==> config.mk <==
export PLATFORM = sky130hd
export DESIGN_NAME = strided_luma_frame_stats
export DESIGN_NICKNAME = d
export VERILOG_FILES = /design/src/rtl/core/slfs_pkg.sv /design/src/rtl/core/slfs_front.sv /design/src/rtl/core/slfs_queue.sv /design/src/rtl/core/slfs_back.sv /design/src/rtl/core/strided_luma_frame_stats.sv
export SDC_FILE = /design/constraint.sdc
export NUM_CORES = 1
export LEC_CHECK = 0
export ABC_AREA = 1
export BUFFER_PORTS_ARGS = -buffer_cell sky130_fd_sc_hd__buf_2
export CORE_ASPECT_RATIO = 0.8
export CORE_UTILIZATION = 40
export CTS_BUF_LIST = sky130_fd_sc_hd__clkbuf_4 sky130_fd_sc_hd__clkbuf_8 sky130_fd_sc_hd__clkbuf_16
export DETAILED_ROUTE_END_ITERATION = 10
export GPL_TIMING_DRIVEN = 0
export HOLD_SLACK_MARGIN = 0.06
export PLACE_DENSITY_LB_ADDON = 0.08
export SYNTH_ARGS = -nofsm -noshare
export SYNTH_HDL_FRONTEND = slang
export SYNTH_HIERARCHICAL = 1
export SYNTH_SLANG_ARGS = --single-unit
==> constraint.sdc <==
create_clock -name clk -period 6.5 [get_ports clk]
set_input_delay 0.65 -clock clk [delete_from_list [all_inputs] [get_ports clk]]
set_output_delay 0.65 -clock clk [all_outputs]
set_load 0.02 [all_outputs]
==> src/rtl/core/slfs_pkg.sv <==
// shared types and constants for the strided luma frame statistics block
// no dependencies; used by every module under rtl/core
`timescale 1ns / 1ps
`default_nettype none

package slfs_pkg;

  // field and accumulator widths
  localparam int LUMA_W  = 8;
  localparam int SUM_W   = 21;
  localparam int COUNT_W = 14;

  // frame summary queue between front and back
  localparam int QUEUE_DEPTH = 2;

  // parameter defaults
  localparam int DEF_STRIDE          = 32;
  localparam int DEF_MAX_FRAME_BYTES = 262144;

  // per-frame summary handed from the accumulator to the divider
  typedef struct packed {
    logic [SUM_W-1:0]   luma_sum;
    logic [COUNT_W-1:0] sample_count;
    logic [LUMA_W-1:0]  luma_range;
  } stats_t;

endpackage

`default_nettype wire

==> src/rtl/core/slfs_front.sv <==
// byte accumulator: picks luma samples, keeps sum, count, min and max per frame
// depends on slfs_pkg; pushes one stats_t summary per frame into slfs_queue
`timescale 1ns / 1ps
`default_nettype none

module slfs_front #(
  parameter int STRIDE          = slfs_pkg::DEF_STRIDE,
  parameter int MAX_FRAME_BYTES = slfs_pkg::DEF_MAX_FRAME_BYTES
) (
  input  wire logic                       clk,
  input  wire logic                       rst,
  input  wire logic                       s_tvalid,
  output logic                            s_tready,
  input  wire logic [slfs_pkg::LUMA_W-1:0] s_tdata,   // [7:0] pixel_byte
  input  wire logic                       s_tlast,   // frame_end
  input  wire logic                       cfg_valid,
  output logic                            cfg_ready,
  input  wire logic                       cfg_data,  // luma_on_even_bytes
  input  wire logic                       q_full,
  output logic                            q_push,
  output slfs_pkg::stats_t                q_push_data
);

  localparam int POS_W   = $clog2(MAX_FRAME_BYTES + 1);
  localparam int PHASE_W = $clog2(STRIDE);

  logic                          luma_on_even_bytes;
  logic [POS_W-1:0]              byte_position;
  logic [PHASE_W-1:0]            phase;
  logic [slfs_pkg::SUM_W-1:0]    luma_sum;
  logic [slfs_pkg::COUNT_W-1:0]  sample_count;
  logic [slfs_pkg::LUMA_W-1:0]   running_minimum;
  logic [slfs_pkg::LUMA_W-1:0]   running_maximum;

  logic                          accept;
  logic                          in_window;
  logic                          is_sample;
  logic [slfs_pkg::SUM_W:0]      sum_wide;
  logic [POS_W-1:0]              byte_position_next;
  logic [PHASE_W-1:0]            phase_next;
  logic [slfs_pkg::SUM_W-1:0]    luma_sum_next;
  logic [slfs_pkg::COUNT_W-1:0]  sample_count_next;
  logic [slfs_pkg::LUMA_W-1:0]   running_minimum_next;
  logic [slfs_pkg::LUMA_W-1:0]   running_maximum_next;

  // handshake: hold off every byte while the frame summary queue is full
  assign s_tready  = !q_full;
  assign cfg_ready = 1'b1;
  assign accept    = s_tvalid && s_tready;

  // sample selection: phase tracks position modulo the stride
  assign in_window = byte_position < POS_W'(MAX_FRAME_BYTES);
  assign is_sample = in_window &&
                     (luma_on_even_bytes ? (phase == '0) : (phase == PHASE_W'(1)));

  // position and phase advance, both frozen past the frame limit
  always_comb begin
    byte_position_next = byte_position;
    phase_next         = phase;
    if (in_window) begin
      byte_position_next = byte_position + POS_W'(1);
      phase_next = (phase == PHASE_W'(STRIDE - 1)) ? '0 : phase + PHASE_W'(1);
    end
  end

  // saturating accumulators and running extremes
  assign sum_wide = {1'b0, luma_sum} + (slfs_pkg::SUM_W + 1)'(s_tdata);

  always_comb begin
    luma_sum_next        = luma_sum;
    sample_count_next    = sample_count;
    running_minimum_next = running_minimum;
    running_maximum_next = running_maximum;
    if (is_sample) begin
      luma_sum_next = sum_wide[slfs_pkg::SUM_W] ? '1 : sum_wide[slfs_pkg::SUM_W-1:0];
      if (sample_count != '1) begin
        sample_count_next = sample_count + slfs_pkg::COUNT_W'(1);
      end
      if (s_tdata < running_minimum) begin
        running_minimum_next = s_tdata;
      end
      if (s_tdata > running_maximum) begin
        running_maximum_next = s_tdata;
      end
    end
  end

  // frame summary, including the last byte itself
  assign q_push                   = accept && s_tlast;
  assign q_push_data.luma_sum     = luma_sum_next;
  assign q_push_data.sample_count = sample_count_next;
  assign q_push_data.luma_range   = running_maximum_next - running_minimum_next;

  // mode register and frame state
  always_ff @(posedge clk) begin
    if (rst) begin
      luma_on_even_bytes <= 1'b1;
      byte_position      <= '0;
      phase              <= '0;
      luma_sum           <= '0;
      sample_count       <= '0;
      running_minimum    <= '1;
      running_maximum    <= '0;
    end else begin
      if (cfg_valid && cfg_ready) begin
        luma_on_even_bytes <= cfg_data;
      end
      if (accept) begin
        if (s_tlast) begin
          byte_position   <= '0;
          phase           <= '0;
          luma_sum        <= '0;
          sample_count    <= '0;
          running_minimum <= '1;
          running_maximum <= '0;
        end else begin
          byte_position   <= byte_position_next;
          phase           <= phase_next;
          luma_sum        <= luma_sum_next;
          sample_count    <= sample_count_next;
          running_minimum <= running_minimum_next;
          running_maximum <= running_maximum_next;
        end
      end
    end
  end

  // checks
  a_phase_tracks_position: assert property (@(posedge clk) disable iff (rst)
    (byte_position < POS_W'(STRIDE)) |-> (POS_W'(phase) == byte_position))
    else $error("phase out of step with byte position");

  a_clear_after_frame: assert property (@(posedge clk) disable iff (rst)
    q_push |=> (sample_count == '0 && byte_position == '0 && luma_sum == '0))
    else $error("frame state not cleared after frame end");

endmodule

`default_nettype wire

==> src/rtl/core/slfs_queue.sv <==
// short queue of frame summaries between the accumulator and the divider
// depends on slfs_pkg for stats_t and the queue depth
`timescale 1ns / 1ps
`default_nettype none

module slfs_queue (
  input  wire logic       clk,
  input  wire logic       rst,
  input  wire logic       push,
  input  slfs_pkg::stats_t push_data,
  output logic            full,
  input  wire logic       pop,
  output logic            pop_valid,
  output slfs_pkg::stats_t pop_data
);

  localparam int DEPTH  = slfs_pkg::QUEUE_DEPTH;
  localparam int PTR_W  = (DEPTH > 1) ? $clog2(DEPTH) : 1;
  localparam int FILL_W = $clog2(DEPTH + 1);

  slfs_pkg::stats_t   entries [DEPTH];
  logic [PTR_W-1:0]   wr_ptr;
  logic [PTR_W-1:0]   rd_ptr;
  logic [FILL_W-1:0]  fill;
  logic               do_push;
  logic               do_pop;

  assign full      = (fill == FILL_W'(DEPTH));
  assign pop_valid = (fill != '0);
  assign pop_data  = entries[rd_ptr];
  assign do_push   = push && !full;
  assign do_pop    = pop && pop_valid;

  // entry storage
  always_ff @(posedge clk) begin
    if (do_push) begin
      entries[wr_ptr] <= push_data;
    end
  end

  // pointers and fill level
  always_ff @(posedge clk) begin
    if (rst) begin
      wr_ptr <= '0;
      rd_ptr <= '0;
      fill   <= '0;
    end else begin
      if (do_push) begin
        wr_ptr <= (wr_ptr == PTR_W'(DEPTH - 1)) ? '0 : wr_ptr + PTR_W'(1);
      end
      if (do_pop) begin
        rd_ptr <= (rd_ptr == PTR_W'(DEPTH - 1)) ? '0 : rd_ptr + PTR_W'(1);
      end
      unique case ({do_push, do_pop})
        2'b10:   fill <= fill + FILL_W'(1);
        2'b01:   fill <= fill - FILL_W'(1);
        default: fill <= fill;
      endcase
    end
  end

  // checks
  a_no_push_when_full: assert property (@(posedge clk) disable iff (rst)
    !(push && full))
    else $error("frame summary pushed into a full queue");

  a_fill_bounded: assert property (@(posedge clk) disable iff (rst)
    fill <= FILL_W'(DEPTH))
    else $error("queue fill level beyond depth");

endmodule

`default_nettype wire

==> src/rtl/core/slfs_back.sv <==
// per-frame result unit: bit-serial mean division and registered result output
// depends on slfs_pkg; pops stats_t entries from slfs_queue
`timescale 1ns / 1ps
`default_nettype none

module slfs_back (
  input  wire logic                          clk,
  input  wire logic                          rst,
  input  wire logic                          q_valid,
  input  slfs_pkg::stats_t                   q_data,
  output logic                               q_pop,
  output logic                               m_tvalid,
  input  wire logic                          m_tready,
  output logic [2*slfs_pkg::LUMA_W-1:0]      m_tdata   // [7:0] mean_luma, [15:8] luma_range
);

  localparam int STEP_W = $clog2(slfs_pkg::SUM_W);

  typedef enum logic [1:0] {
    IDLE,
    DIVIDE,
    HOLD
  } state_t;

  state_t                        state;
  logic [slfs_pkg::SUM_W-1:0]    quot;
  logic [slfs_pkg::COUNT_W-1:0]  rem;
  logic [slfs_pkg::COUNT_W-1:0]  divisor;
  logic [slfs_pkg::LUMA_W-1:0]   luma_range;
  logic [STEP_W-1:0]             step;

  logic [slfs_pkg::COUNT_W:0]    trial;
  logic                          fits;
  logic [slfs_pkg::COUNT_W:0]    trial_diff;
  logic [slfs_pkg::LUMA_W-1:0]   mean_luma;
  logic                          load_result;

  assign q_pop = (state == IDLE) && q_valid;

  // one restoring division step per cycle
  assign trial      = {rem, quot[slfs_pkg::SUM_W-1]};
  assign fits       = trial >= {1'b0, divisor};
  assign trial_diff = trial - {1'b0, divisor};

  // quotient clamped to one byte
  assign mean_luma = (|quot[slfs_pkg::SUM_W-1:slfs_pkg::LUMA_W]) ? '1
                                                             : quot[slfs_pkg::LUMA_W-1:0];

  // finished result moves into a free or draining output register
  assign load_result = (state == HOLD) && (!m_tvalid || m_tready);

  // sequencer, divider registers and result register
  always_ff @(posedge clk) begin
    if (rst) begin
      state    <= IDLE;
      m_tvalid <= 1'b0;
      step     <= '0;
    end else begin
      if (load_result) begin
        m_tvalid <= 1'b1;
      end else if (m_tready) begin
        m_tvalid <= 1'b0;
      end
      unique case (state)
        IDLE: begin
          if (q_valid) begin
            divisor <= q_data.sample_count;
            rem     <= '0;
            step    <= '0;
            if (q_data.sample_count == '0) begin
              quot       <= '0;
              luma_range <= '0;
              state      <= HOLD;
            end else begin
              quot       <= q_data.luma_sum;
              luma_range <= q_data.luma_range;
              state      <= DIVIDE;
            end
          end
        end
        DIVIDE: begin
          rem  <= fits ? trial_diff[slfs_pkg::COUNT_W-1:0] : trial[slfs_pkg::COUNT_W-1:0];
          quot <= {quot[slfs_pkg::SUM_W-2:0], fits};
          step <= step + STEP_W'(1);
          if (step == STEP_W'(slfs_pkg::SUM_W - 1)) begin
            state <= HOLD;
          end
        end
        HOLD: begin
          if (load_result) begin
            m_tdata <= {luma_range, mean_luma};
            state   <= IDLE;
          end
        end
        default: state <= IDLE;
      endcase
    end
  end

  // checks
  a_remainder_below_divisor: assert property (@(posedge clk) disable iff (rst)
    (state == DIVIDE) |-> (rem < divisor))
    else $error("division remainder not below divisor");

  a_result_after_hold: assert property (@(posedge clk) disable iff (rst)
    (state == HOLD && (!m_tvalid || m_tready)) |=> (m_tvalid && state == IDLE))
    else $error("finished result not loaded into output register");

endmodule

`default_nettype wire

==> src/rtl/core/strided_luma_frame_stats.sv <==
// top level of the strided luma frame statistics block
// depends on slfs_pkg, slfs_front, slfs_queue and slfs_back
// throughput: one frame byte per cycle; input stalls only while two frame summaries wait
// result path: the last byte's summary passes the queue, the bit-serial divider and the output register
// a frame with no sampled byte skips the divider and gives a zero mean and range
// reset: synchronous, clears frame state and queue, mode returns to luma on even bytes
`timescale 1ns / 1ps
`default_nettype none

module strided_luma_frame_stats #(
  parameter int STRIDE          = slfs_pkg::DEF_STRIDE,
  parameter int MAX_FRAME_BYTES = slfs_pkg::DEF_MAX_FRAME_BYTES
) (
  input  wire logic                           clk,
  input  wire logic                           rst,
  input  wire logic                           s_tvalid,
  output logic                                s_tready,
  input  wire logic [slfs_pkg::LUMA_W-1:0]    s_tdata,   // [7:0] pixel_byte
  input  wire logic                           s_tlast,   // frame_end
  output logic                                m_tvalid,
  input  wire logic                           m_tready,
  output logic [2*slfs_pkg::LUMA_W-1:0]       m_tdata,   // [7:0] mean_luma, [15:8] luma_range
  input  wire logic                           cfg_valid,
  output logic                                cfg_ready,
  input  wire logic                           cfg_data   // luma_on_even_bytes
);

  logic             q_full;
  logic             q_push;
  slfs_pkg::stats_t q_push_data;
  logic             q_pop;
  logic             q_valid;
  slfs_pkg::stats_t q_data;

  // byte accumulator
  slfs_front #(
    .STRIDE          (STRIDE),
    .MAX_FRAME_BYTES (MAX_FRAME_BYTES)
  ) u_front (
    .clk         (clk),
    .rst         (rst),
    .s_tvalid    (s_tvalid),
    .s_tready    (s_tready),
    .s_tdata     (s_tdata),
    .s_tlast     (s_tlast),
    .cfg_valid   (cfg_valid),
    .cfg_ready   (cfg_ready),
    .cfg_data    (cfg_data),
    .q_full      (q_full),
    .q_push      (q_push),
    .q_push_data (q_push_data)
  );

  // frame summary queue
  slfs_queue u_queue (
    .clk       (clk),
    .rst       (rst),
    .push      (q_push),
    .push_data (q_push_data),
    .full      (q_full),
    .pop       (q_pop),
    .pop_valid (q_valid),
    .pop_data  (q_data)
  );

  // divider and result register
  slfs_back u_back (
    .clk      (clk),
    .rst      (rst),
    .q_valid  (q_valid),
    .q_data   (q_data),
    .q_pop    (q_pop),
    .m_tvalid (m_tvalid),
    .m_tready (m_tready),
    .m_tdata  (m_tdata)
  );

endmodule

`default_nettype wire

==> flow_metrics.tcl, run 1 <==
set metrics [dict create \
    core_area_um2 33800 \
    skew_ns 0.0126 \
    path_buf_inv 6 \
    grt_pass1_wl_um 53700 \
    yosysTopAreaCell "edfxtp_1" \
    wl_um 33100 \
    die_y_um 168 \
    cp_slowest_stage_delay_ns 0.41 \
    synth-seq-cells 248 \
    grt_pass1_vias 9816 \
    overflow 0 \
    hold_path.class "input port to flop" \
    timing.final.ws_setup_ns 3.08 \
    viasPerCell 4.95 \
    cts-root-buf "clkbuf_16" \
    cts_tree "yes" \
    vdd_drop_max_v 0.000171 \
    seq_area_frac_synth_pct 47.4 \
    clkTransAtPathRegs_ns 0.06 \
    critPathRequiredTime_ns 6.80 \
    min_period_ns 3.42 \
    track_usage_pct 19.4 \
    die_area_um2 35300 \
    p_leak_nw 6.64 \
    syn_nets 1655 \
    worst_setup_path_start_kind "flop" \
    fin_setup_tns_ns 0 \
    syn_to_final_growth_pct 12.8 \
    gp_congestion 0.851 \
    cp_slowest_cell "fa_1" \
    async_reset_ff_share_pct 0 \
    cp_cell_sequence "inv_1 -> ha_1 -> inv_1 -> nand2_1 -> nand2_1 -> nor2_2 -> inv_2 -> nor2_4 -> nand2_2 -> buf_6 -> nand2_1 -> o21ai_1 -> inv_1 -> ha_1 -> inv_1 -> fa_1 -> nand3_1 -> nand2_1 -> a21oi_1 -> nor2_1 -> nor2_1 -> xnor2_1" \
    clock_sinks 248 \
    netlist_instances 1583 \
    synth_common_cells "nand2_1 (381), inv_1 (212), edfxtp_1 (159), nor2_1 (119), nand3_1 (111)" \
    firstDrtPassIters 5 \
    synth_most_common_cell "nand2_1" \
    io_buffers 32 \
    yosys.cell_types.count 56 \
    die_w_um 210 \
    initial_utilization_pct 40.9 \
    postLayoutCoreUtil_pct 46.1 \
    cp-end-kind "flop" \
    clock_path_buffers 3 \
    synth_top_cell_area_share_pct 34.5 \
    crit_fanout 10 \
    synth_area_um2 13800 \
    timing.final.hold_violations 0 \
    antenna_found_initial 0 \
    num_rows 60 \
    cts_resized 0 \
    post-cts-setup-buffers 0 \
    cts_buffers 28 \
    rsz0062_at_grt "no" \
    antenna_cells 0 \
    drv_slew 0 \
    synth_edf_count 159 \
    hold_buffers 0 \
    synth_warnings 6 \
    postSynthAreaPerCell_um2 8.73 \
    wl_per_cell_um 15.7 \
    drive_gt1_share_pct 15.9 \
    cellPowerDensity_nw_per_um2 292 \
    criticalPathCategory "flop to flop" \
    path_delay_family "simple AND/OR/NAND/NOR gates" \
    maxCapViolCount 0 \
    cp.arrival_ns 3.72 \
    post-route-period-util_pct 52.6 \
    dpl.hpwl_um 24900 \
    postRouteAntennaNets 0 \
    drt_iter0_drc 645 \
    synthFlopType "edfxtp_1" \
    htreeDepth 1 \
    tightestPinTransition_ns 0.908 \
    grt_max_degree 35 \
    fin_nets 1723 \
    setup_violations 0 \
    clkLatencyLatePin_ns 0.56 \
    drcViolationCount 0 \
    fmax_mhz 292 \
    dpl_worst_slack_ns 2.81 \
    io_pins 34 \
    max_slew_margin_pct 39.0 \
    status "finished, final reports clean" \
    netlist_top_cells_area "edfxtp_1 (35%), dfxtp_1 (13%), nand2_1 (10%), inv_1 (5.8%), ha_1 (4.9%)" \
    via_count 10400 \
]
-- final timing paths --
| check | start | endpoint | slack [ns] | cells past startpoint |
|---|---|---|---|---|
| worst max register to register | u_front/phase[0] | u_queue/entries[0][6] | 3.08 | 22 |
| worst max-delay path | u_front/phase[0] | u_queue/entries[0][6] | 3.08 | 22 |
| worst min-delay path | cfg_valid | u_front/luma_on_even_bytes | 0.31 | 2 |
| worst min register to register | u_back/luma_range[3] | u_back/m_tdata[11] | 0.42 | 0 |
-- metrics by stage --
stage	std cells	area, um2	total power, mW	hold slack [ns]
floorplan	1583	13800	2.67	0.400
global placement	2049	14500	2.93	0.404
detailed placement	2055	14600	2.95	0.406
CTS	2107	15600	4.60	0.284
global route	2107	15600	4.79	0.339
finish	2107	15600	4.54	0.311
-- placed cells by master (no fill, tap or decap), types with 20 or more instances in the layout --
cell type / count
a21oi_1: 95
buf_2: 46
clkbuf_1: 20
clkbuf_16: 29
dfxtp_1: 89
edfxtp_1: 159
ha_1: 54
inv_1: 211
mux2_4: 40
nand2_1: 381
nand2_2: 25
nand3_1: 111
nor2_1: 116
nor2_2: 21
o21ai_0: 35
o21ai_1: 24
-- power breakdown --
group	switching [mW]	internal, mW
Combinational	0.655	0.363
Clock	0.657	0.971
Sequential	0.0485	1.85
Total	1.36	3.18
-- worst reg2reg max path, delay by kind of cell, from the launching register on --
kind            cells  cell delay (ns)
simple gates       10             1.14
buf+inv             6             0.64
flops               1             0.34
compound gates      2             0.27
fa+ha+maj           3             0.68
xor+xnor            1             0.09
-- registers in the layout, summed over array words and instances (netlist names), 8 cells and up, named ones only --
name and count:
u_front/luma_sum 21, u_back/luma_range 8, u_queue/entries 86, u_back/rem 14, u_front/running_minimum 8, u_front/sample_count 14
u_back/divisor 14, u_back/m_tdata 16, u_back/quot 21, u_front/running_maximum 8, u_front/byte_position 19
-- cell type report --
cell class | instances | area [um2]
plain buffers | 50 | 352
clock buffers | 36 | 785
clock inverters | 16 | 161
fillers | 3319 | 18200
inverters | 225 | 845
multi-input cells | 1060 | 6090
flip-flops and latches | 248 | 6560
well taps | 434 | 543
repair buffers | 38 | 254
-- per-layer routing --
metal / global-route usage (%) / share of wire (%) / vias up
li1: - / - / 5344
met1: 29.4 / 52 / 4877
met2: 29.4 / 42 / 174
met3: 2.56 / 4.2 / 37
met4: 3.55 / 1.6 / 0
met5: 0 / 0 / -
-- kinds of logic (layout without fill, tap and decap cells) --
logic type | after synthesis | after routing | share of synthesized area [%]
buffers and inverters | 275 | 365 | 8.65
and+or+nand+nor | 751 | 751 | 25.1
AOI/OAI and AO/OA | 183 | 183 | 7.28
xor gates and xnor gates | 25 | 25 | 1.58
muxes | 43 | 43 | 4.59
other | 1 | 1 | 0.0271
DFF | 248 | 248 | 47.4
adders and majority gates | 57 | 57 | 5.32
(Power assumes the default switching activity.)
==> run 2: changes to the inputs <==
==> constraint.sdc (replaced) <==
create_clock -name clk -period 3 [get_ports clk]
set_input_delay 0.3 -clock clk [delete_from_list [all_inputs] [get_ports clk]]
set_output_delay 0.3 -clock clk [all_outputs]
set_load 0.02 [all_outputs]
==> flow_metrics.tcl, run 2 (same netlist as run 1, synthesis figures left out) <==
set metrics [dict create \
    final_cells 2136 \
    cp-end-kind "flop" \
    cp.arrival_ns 3.21 \
    die_y_um 168 \
    viasPerCell 4.92 \
    gp_congestion 0.847 \
    cts_buffers 27 \
    worst_setup_path_start_kind "flop" \
    power.total_mw 9.77 \
    cellPowerDensity_nw_per_um2 612 \
    rsz0062_at_grt "yes" \
    timing.final.ws_setup_ns 0.0817 \
    initial_utilization_pct 40.9 \
    die_area_um2 35300 \
    hold_path.class "input port to flop" \
    rr_startpoint "u_front/phase[0]" \
    grt_max_degree 35 \
    cts_tree "yes" \
    drv_slew 0 \
    antenna_found_initial 0 \
    top_register "u_queue/entries" \
    max_slew_margin_pct 37.6 \
    dpl.cell_count 2055 \
    holdPathEnd "u_back/step[1]" \
    hold_path_depth 2 \
    clkTransAtPathRegs_ns 0.06 \
    tightestPinTransition_ns 0.929 \
    grt_pass1_vias 9978 \
    largest_registers "u_queue/entries: 86 flops, u_back/quot: 21 flops, u_front/luma_sum: 21 flops" \
    fin_area_um2 16000 \
    syn_to_final_growth_pct 15.5 \
    worstReg2RegEnd "u_queue/entries[0][6]" \
    grt_pass1_wl_um 54100 \
    maxCapViolCount 0 \
    final-seq-area_um2 6570 \
    drt_iter0_drc 681 \
    final.fill_count 3307 \
    via_count 10500 \
    overflow 0 \
    track_usage_pct 19.5 \
    status "finished, final reports clean" \
    post-route-period-util_pct 97.3 \
    hold_ws_ns 0.0884 \
    wl_per_cell_um 15.8 \
    clock_path_buffers 3 \
    critPathRequiredTime_ns 3.29 \
    vdd_drop_max_v 0.000384 \
    hold_start "rst" \
    clkLatencyLatePin_ns 0.55 \
    dpl.hpwl_um 24800 \
    rr_worst_depth 22 \
    mostFrequentLayoutCell "nand2_1" \
    crit_fanout 5 \
    setup_violations 0 \
    multiInputGateArea_um2 6270 \
    postRouteAntennaNets 0 \
    min_period_ns 2.92 \
    p_leak_nw 6.79 \
    fmax_mhz 343 \
    wl_um 33900 \
    die_w_um 210 \
    cts-root-buf "clkbuf_16" \
    firstDrtPassIters 6 \
    dpl_worst_slack_ns -0.450 \
    htreeDepth 1 \
    fin_nets 1754 \
    largest_reg_flops 86 \
    r2r_slack_ns 0.08 \
    criticalPathCategory "flop to flop" \
    core_area_um2 33800 \
    skew_ns 0.0105 \
    num_rows 60 \
    timing.final.hold_violations 0 \
    drive_gt1_share_pct 19.9 \
    postPlaceCellArea_um2 14600 \
    final_cell_mix "nand2_1 (371), inv_1 (206), edfxtp_1 (159)" \
    antenna_cells 0 \
    io_pins 34 \
    drcViolationCount 0 \
    clock_sinks 248 \
    io_buffers 32 \
]
[run 2: per-stage QoR]
step                TNS [ns]  utilization, %
floorplan                  0               -
global placement     -148.05            43.0
detailed placement     -6.50            43.3
CTS                        0            46.3
global route          -0.210            47.3
finish                     0            47.3
[run 2: final cells by class]
class	count	share of cell area (%)
flip-flops and latches	248	41.1
inverters	225	5.35
repair buffers	70	3.24
plain buffers	50	2.23
clock inverters	13	0.564
well taps	434	3.40
multi-input cells	1060	39.3
clock buffers	36	4.81
[run 2: repair_timing]
item / CTS / global route
setup endpoints to repair: 41 / 86
cloned: 0 / 1
gates resized for setup: 20 / 45
buffers inserted: 11 / 18
pin swaps: 9 / 14
hold buffers: 2 / 0
endpoints found under the hold margin: 1 / 0
[run 2: where the power goes]
group	total (mW)	internal (mW)	switching (mW)
sequential	4.11	4.01	0.104
clock	3.27	1.87	1.39
combinational	2.39	0.907	1.48
total	9.77	6.79	2.98
[run 2: critical path, cell delays in order (launching register included)]
cell and delay (ns):
dfxtp_4 0.36, inv_4 0.05, ha_1 0.13, inv_1 0.04, nand2_1 0.06, nand2_2 0.07, nor2_4 0.21, inv_4 0.06
nor2_4 0.12, nand2_4 0.09, buf_8 0.14, nand2_4 0.06, o21ai_4 0.06, inv_2 0.06, ha_2 0.16, inv_2 0.04
fa_2 0.34, nand3_2 0.09, nand2_2 0.07, a21oi_2 0.15, nor2_2 0.05, nor2_2 0.13, xnor2_2 0.09
[run 2: routing by layer]
layer | global-route usage [%] | share of wire (%)
met5 | 0 | 0
met4 | 4.06 | 1.9
met1 | 29.1 | 52
met3 | 2.95 | 3.9
met2 | 29.6 | 42
[run 2: how the worst max path moves through the flow]
stage                                    start                      to  slack (ns)  cells after the start
floorplan           u_front/running_maximum[1]   u_queue/entries[0][6]        0.20                     20
global placement               u_queue/fill[0]  u_queue/entries[0][32]       -1.38                      9
detailed placement            u_front/phase[0]   u_queue/entries[1][6]       -0.45                     22
CTS                           u_front/phase[1]   u_queue/entries[1][6]       0.005                     21
global route                  u_front/phase[0]   u_queue/entries[0][6]       -0.08                     22
finish                        u_front/phase[0]   u_queue/entries[0][6]        0.08                     22
==> run 3: changes to the inputs <==
--- a/config.mk
+++ b/config.mk
@@ -7,9 +7,12 @@
 export LEC_CHECK = 0
 export ABC_AREA = 1
 export BUFFER_PORTS_ARGS = -buffer_cell sky130_fd_sc_hd__buf_2
+export CELL_PAD_IN_SITES_DETAIL_PLACEMENT = 2
+export CELL_PAD_IN_SITES_GLOBAL_PLACEMENT = 2
 export CORE_ASPECT_RATIO = 0.8
-export CORE_UTILIZATION = 40
+export CORE_UTILIZATION = 36
 export CTS_BUF_LIST = sky130_fd_sc_hd__clkbuf_4 sky130_fd_sc_hd__clkbuf_8 sky130_fd_sc_hd__clkbuf_16
+export CTS_CLUSTER_DIAMETER = 50
 export DETAILED_ROUTE_END_ITERATION = 10
 export GPL_TIMING_DRIVEN = 0
 export HOLD_SLACK_MARGIN = 0.06
==> flow_metrics.tcl, run 3 (same netlist as run 1, synthesis figures left out) <==
set metrics [dict create \
    status "finished with violations" \
    violations "setup timing" \
    io_pins 34 \
    cts-root-buf "clkbuf_16" \
    initial_utilization_pct 36.9 \
    postPlaceCellArea_um2 14700 \
    timing.final.ws_setup_ns -0.0246 \
    num_rows 63 \
    core_area_um2 37400 \
    overflow 0 \
    dpl.cell_count 2107 \
    p_leak_nw 6.97 \
    drcViolationCount 0 \
    fmax_mhz 331 \
    fin_nets 1761 \
    die_area_um2 39200 \
    io_buffers 32 \
    maxCapViolCount 0 \
    top_register "u_queue/entries" \
    antenna_found_initial 0 \
    fin_area_um2 16500 \
    critPathRequiredTime_ns 3.28 \
    grt_pass1_vias 12300 \
    track_usage_pct 23.5 \
    tightestPinTransition_ns 0.986 \
    cts_tree "yes" \
    firstDrtPassIters 5 \
    viasPerCell 5.11 \
    grt_max_degree 30 \
    cellPowerDensity_nw_per_um2 672 \
    post-route-period-util_pct 101 \
    drive_gt1_share_pct 21.2 \
    gp_congestion 0.822 \
    vdd_drop_max_v 0.000412 \
    die_w_um 221 \
    timing.final.hold_violations 0 \
    clkLatencyLatePin_ns 0.55 \
    largest_reg_flops 86 \
    cp.arrival_ns 3.30 \
    htreeDepth 2 \
    final_cell_mix "nand2_1 (367), inv_1 (204), edfxtp_1 (159)" \
    mostFrequentLayoutCell "nand2_1" \
    syn_to_final_growth_pct 19.5 \
    wl_um 46000 \
    final_cells 2204 \
    clkTransAtPathRegs_ns 0.06 \
    rsz0062_at_grt "yes" \
    min_period_ns 3.02 \
    criticalPathCategory "flop to flop" \
    clock_sinks 248 \
    cp-end-kind "flop" \
    largest_registers "u_queue/entries: 86 flops, u_back/quot: 21 flops, u_front/luma_sum: 21 flops" \
    postRouteAntennaNets 0 \
    setup_violations 2 \
    dpl.hpwl_um 33300 \
    crit_fanout 5 \
    dpl_worst_slack_ns -0.498 \
    max_slew_margin_pct 33.8 \
    wl_per_cell_um 20.9 \
    worst_setup_path_start_kind "flop" \
    drv_slew 0 \
    grt_pass1_wl_um 70900 \
    hold_path.class "input port to flop" \
    skew_ns 0.0189 \
    die_y_um 177 \
    via_count 11300 \
    drt_iter0_drc 509 \
    clock_path_buffers 3 \
    cts_buffers 35 \
]
==> run 3: changes by cell type in the layout (fill, tap and decap cells not counted), sizes merged, moves of 2 or more <==
cell      delta
inv          +9
bufinv       +2
clkinv       -4
clkinvlp     +3
clkbuf       +4
==> run 3: final cells by class <==
type	instances	area, um2
antenna	1	2.50
sequential	248	6570
timing repair buffer	69	537
inverter	225	856
multi-input combinational	1060	6390
tap	487	609
buffer	50	357
clock buffer	41	945
fill	4119	20900
clock inverter	23	246
==> run 3: worst max-delay path, cell delays in order, from the launching register on <==
cell	delay (ns)
dfxtp_1	0.35
inv_1	0.08
ha_1	0.28
o21ai_0	0.08
nand2_1	0.08
nand2_1	0.08
nand2_2	0.07
nand2_2	0.12
nand2_4	0.08
buf_8	0.14
buf_6	0.11
o21ai_4	0.18
inv_2	0.08
ha_4	0.17
inv_4	0.06
fa_2	0.20
nand3_2	0.07
nand2_2	0.09
a21oi_2	0.06
nor2_1	0.16
nor2_2	0.07
xnor2_2	0.15
==> run 3: metrics by stage <==
step / total power [mW] / hold WS, ns / util, % / TNS (ns)
finish: 11.1 / 0.111 / 44.1 / -0.0490
detailed placement: 6.58 / 0.419 / 39.3 / -3.81
floorplan: 5.79 / 0.369 / - / 0
CTS: 11.0 / 0.0936 / 43.3 / -0.00417
global placement: 6.42 / 0.407 / 39.0 / -98.93
global route: 11.6 / 0.109 / 44.1 / -0.733
==> run 3: path summary, 6_finish.rpt <==
kind | slack [ns] | start | end | depth (start not counted)
min | 0.11 | rst | u_back/step[1] | 2
max reg2reg | -0.02 | u_front/running_minimum[1] | u_queue/entries[1][6] | 21
min reg2reg | 0.42 | u_back/luma_range[6] | u_back/m_tdata[14] | 0
max | -0.02 | u_front/running_minimum[1] | u_queue/entries[1][6] | 21
==> run 3: layer usage <==
metal	GRT usage (%)	share of wire, %	vias to the layer above
met1	32.4	49	5652
met5	0	0	-
met3	3.60	2.8	42
li1	-	-	5428
met4	4.28	1.2	0
met2	39.5	47	133
==> run 3: timing repair <==
item	CTS	global route
buffers inserted	17	11
setup endpoints to repair	40	40
resized for setup	46	44
hold buffers	2	0
endpoints found under the hold margin	1	0
pin swaps	15	28
cloned	2	0
==> run 3: report_power, final <==
part           total (mW)  leakage, nW  switching, mW  internal (mW)
clock network        4.27        0.579           1.70           2.57
registers            4.14         2.17          0.127           4.01
logic                2.69         4.22           1.71          0.972
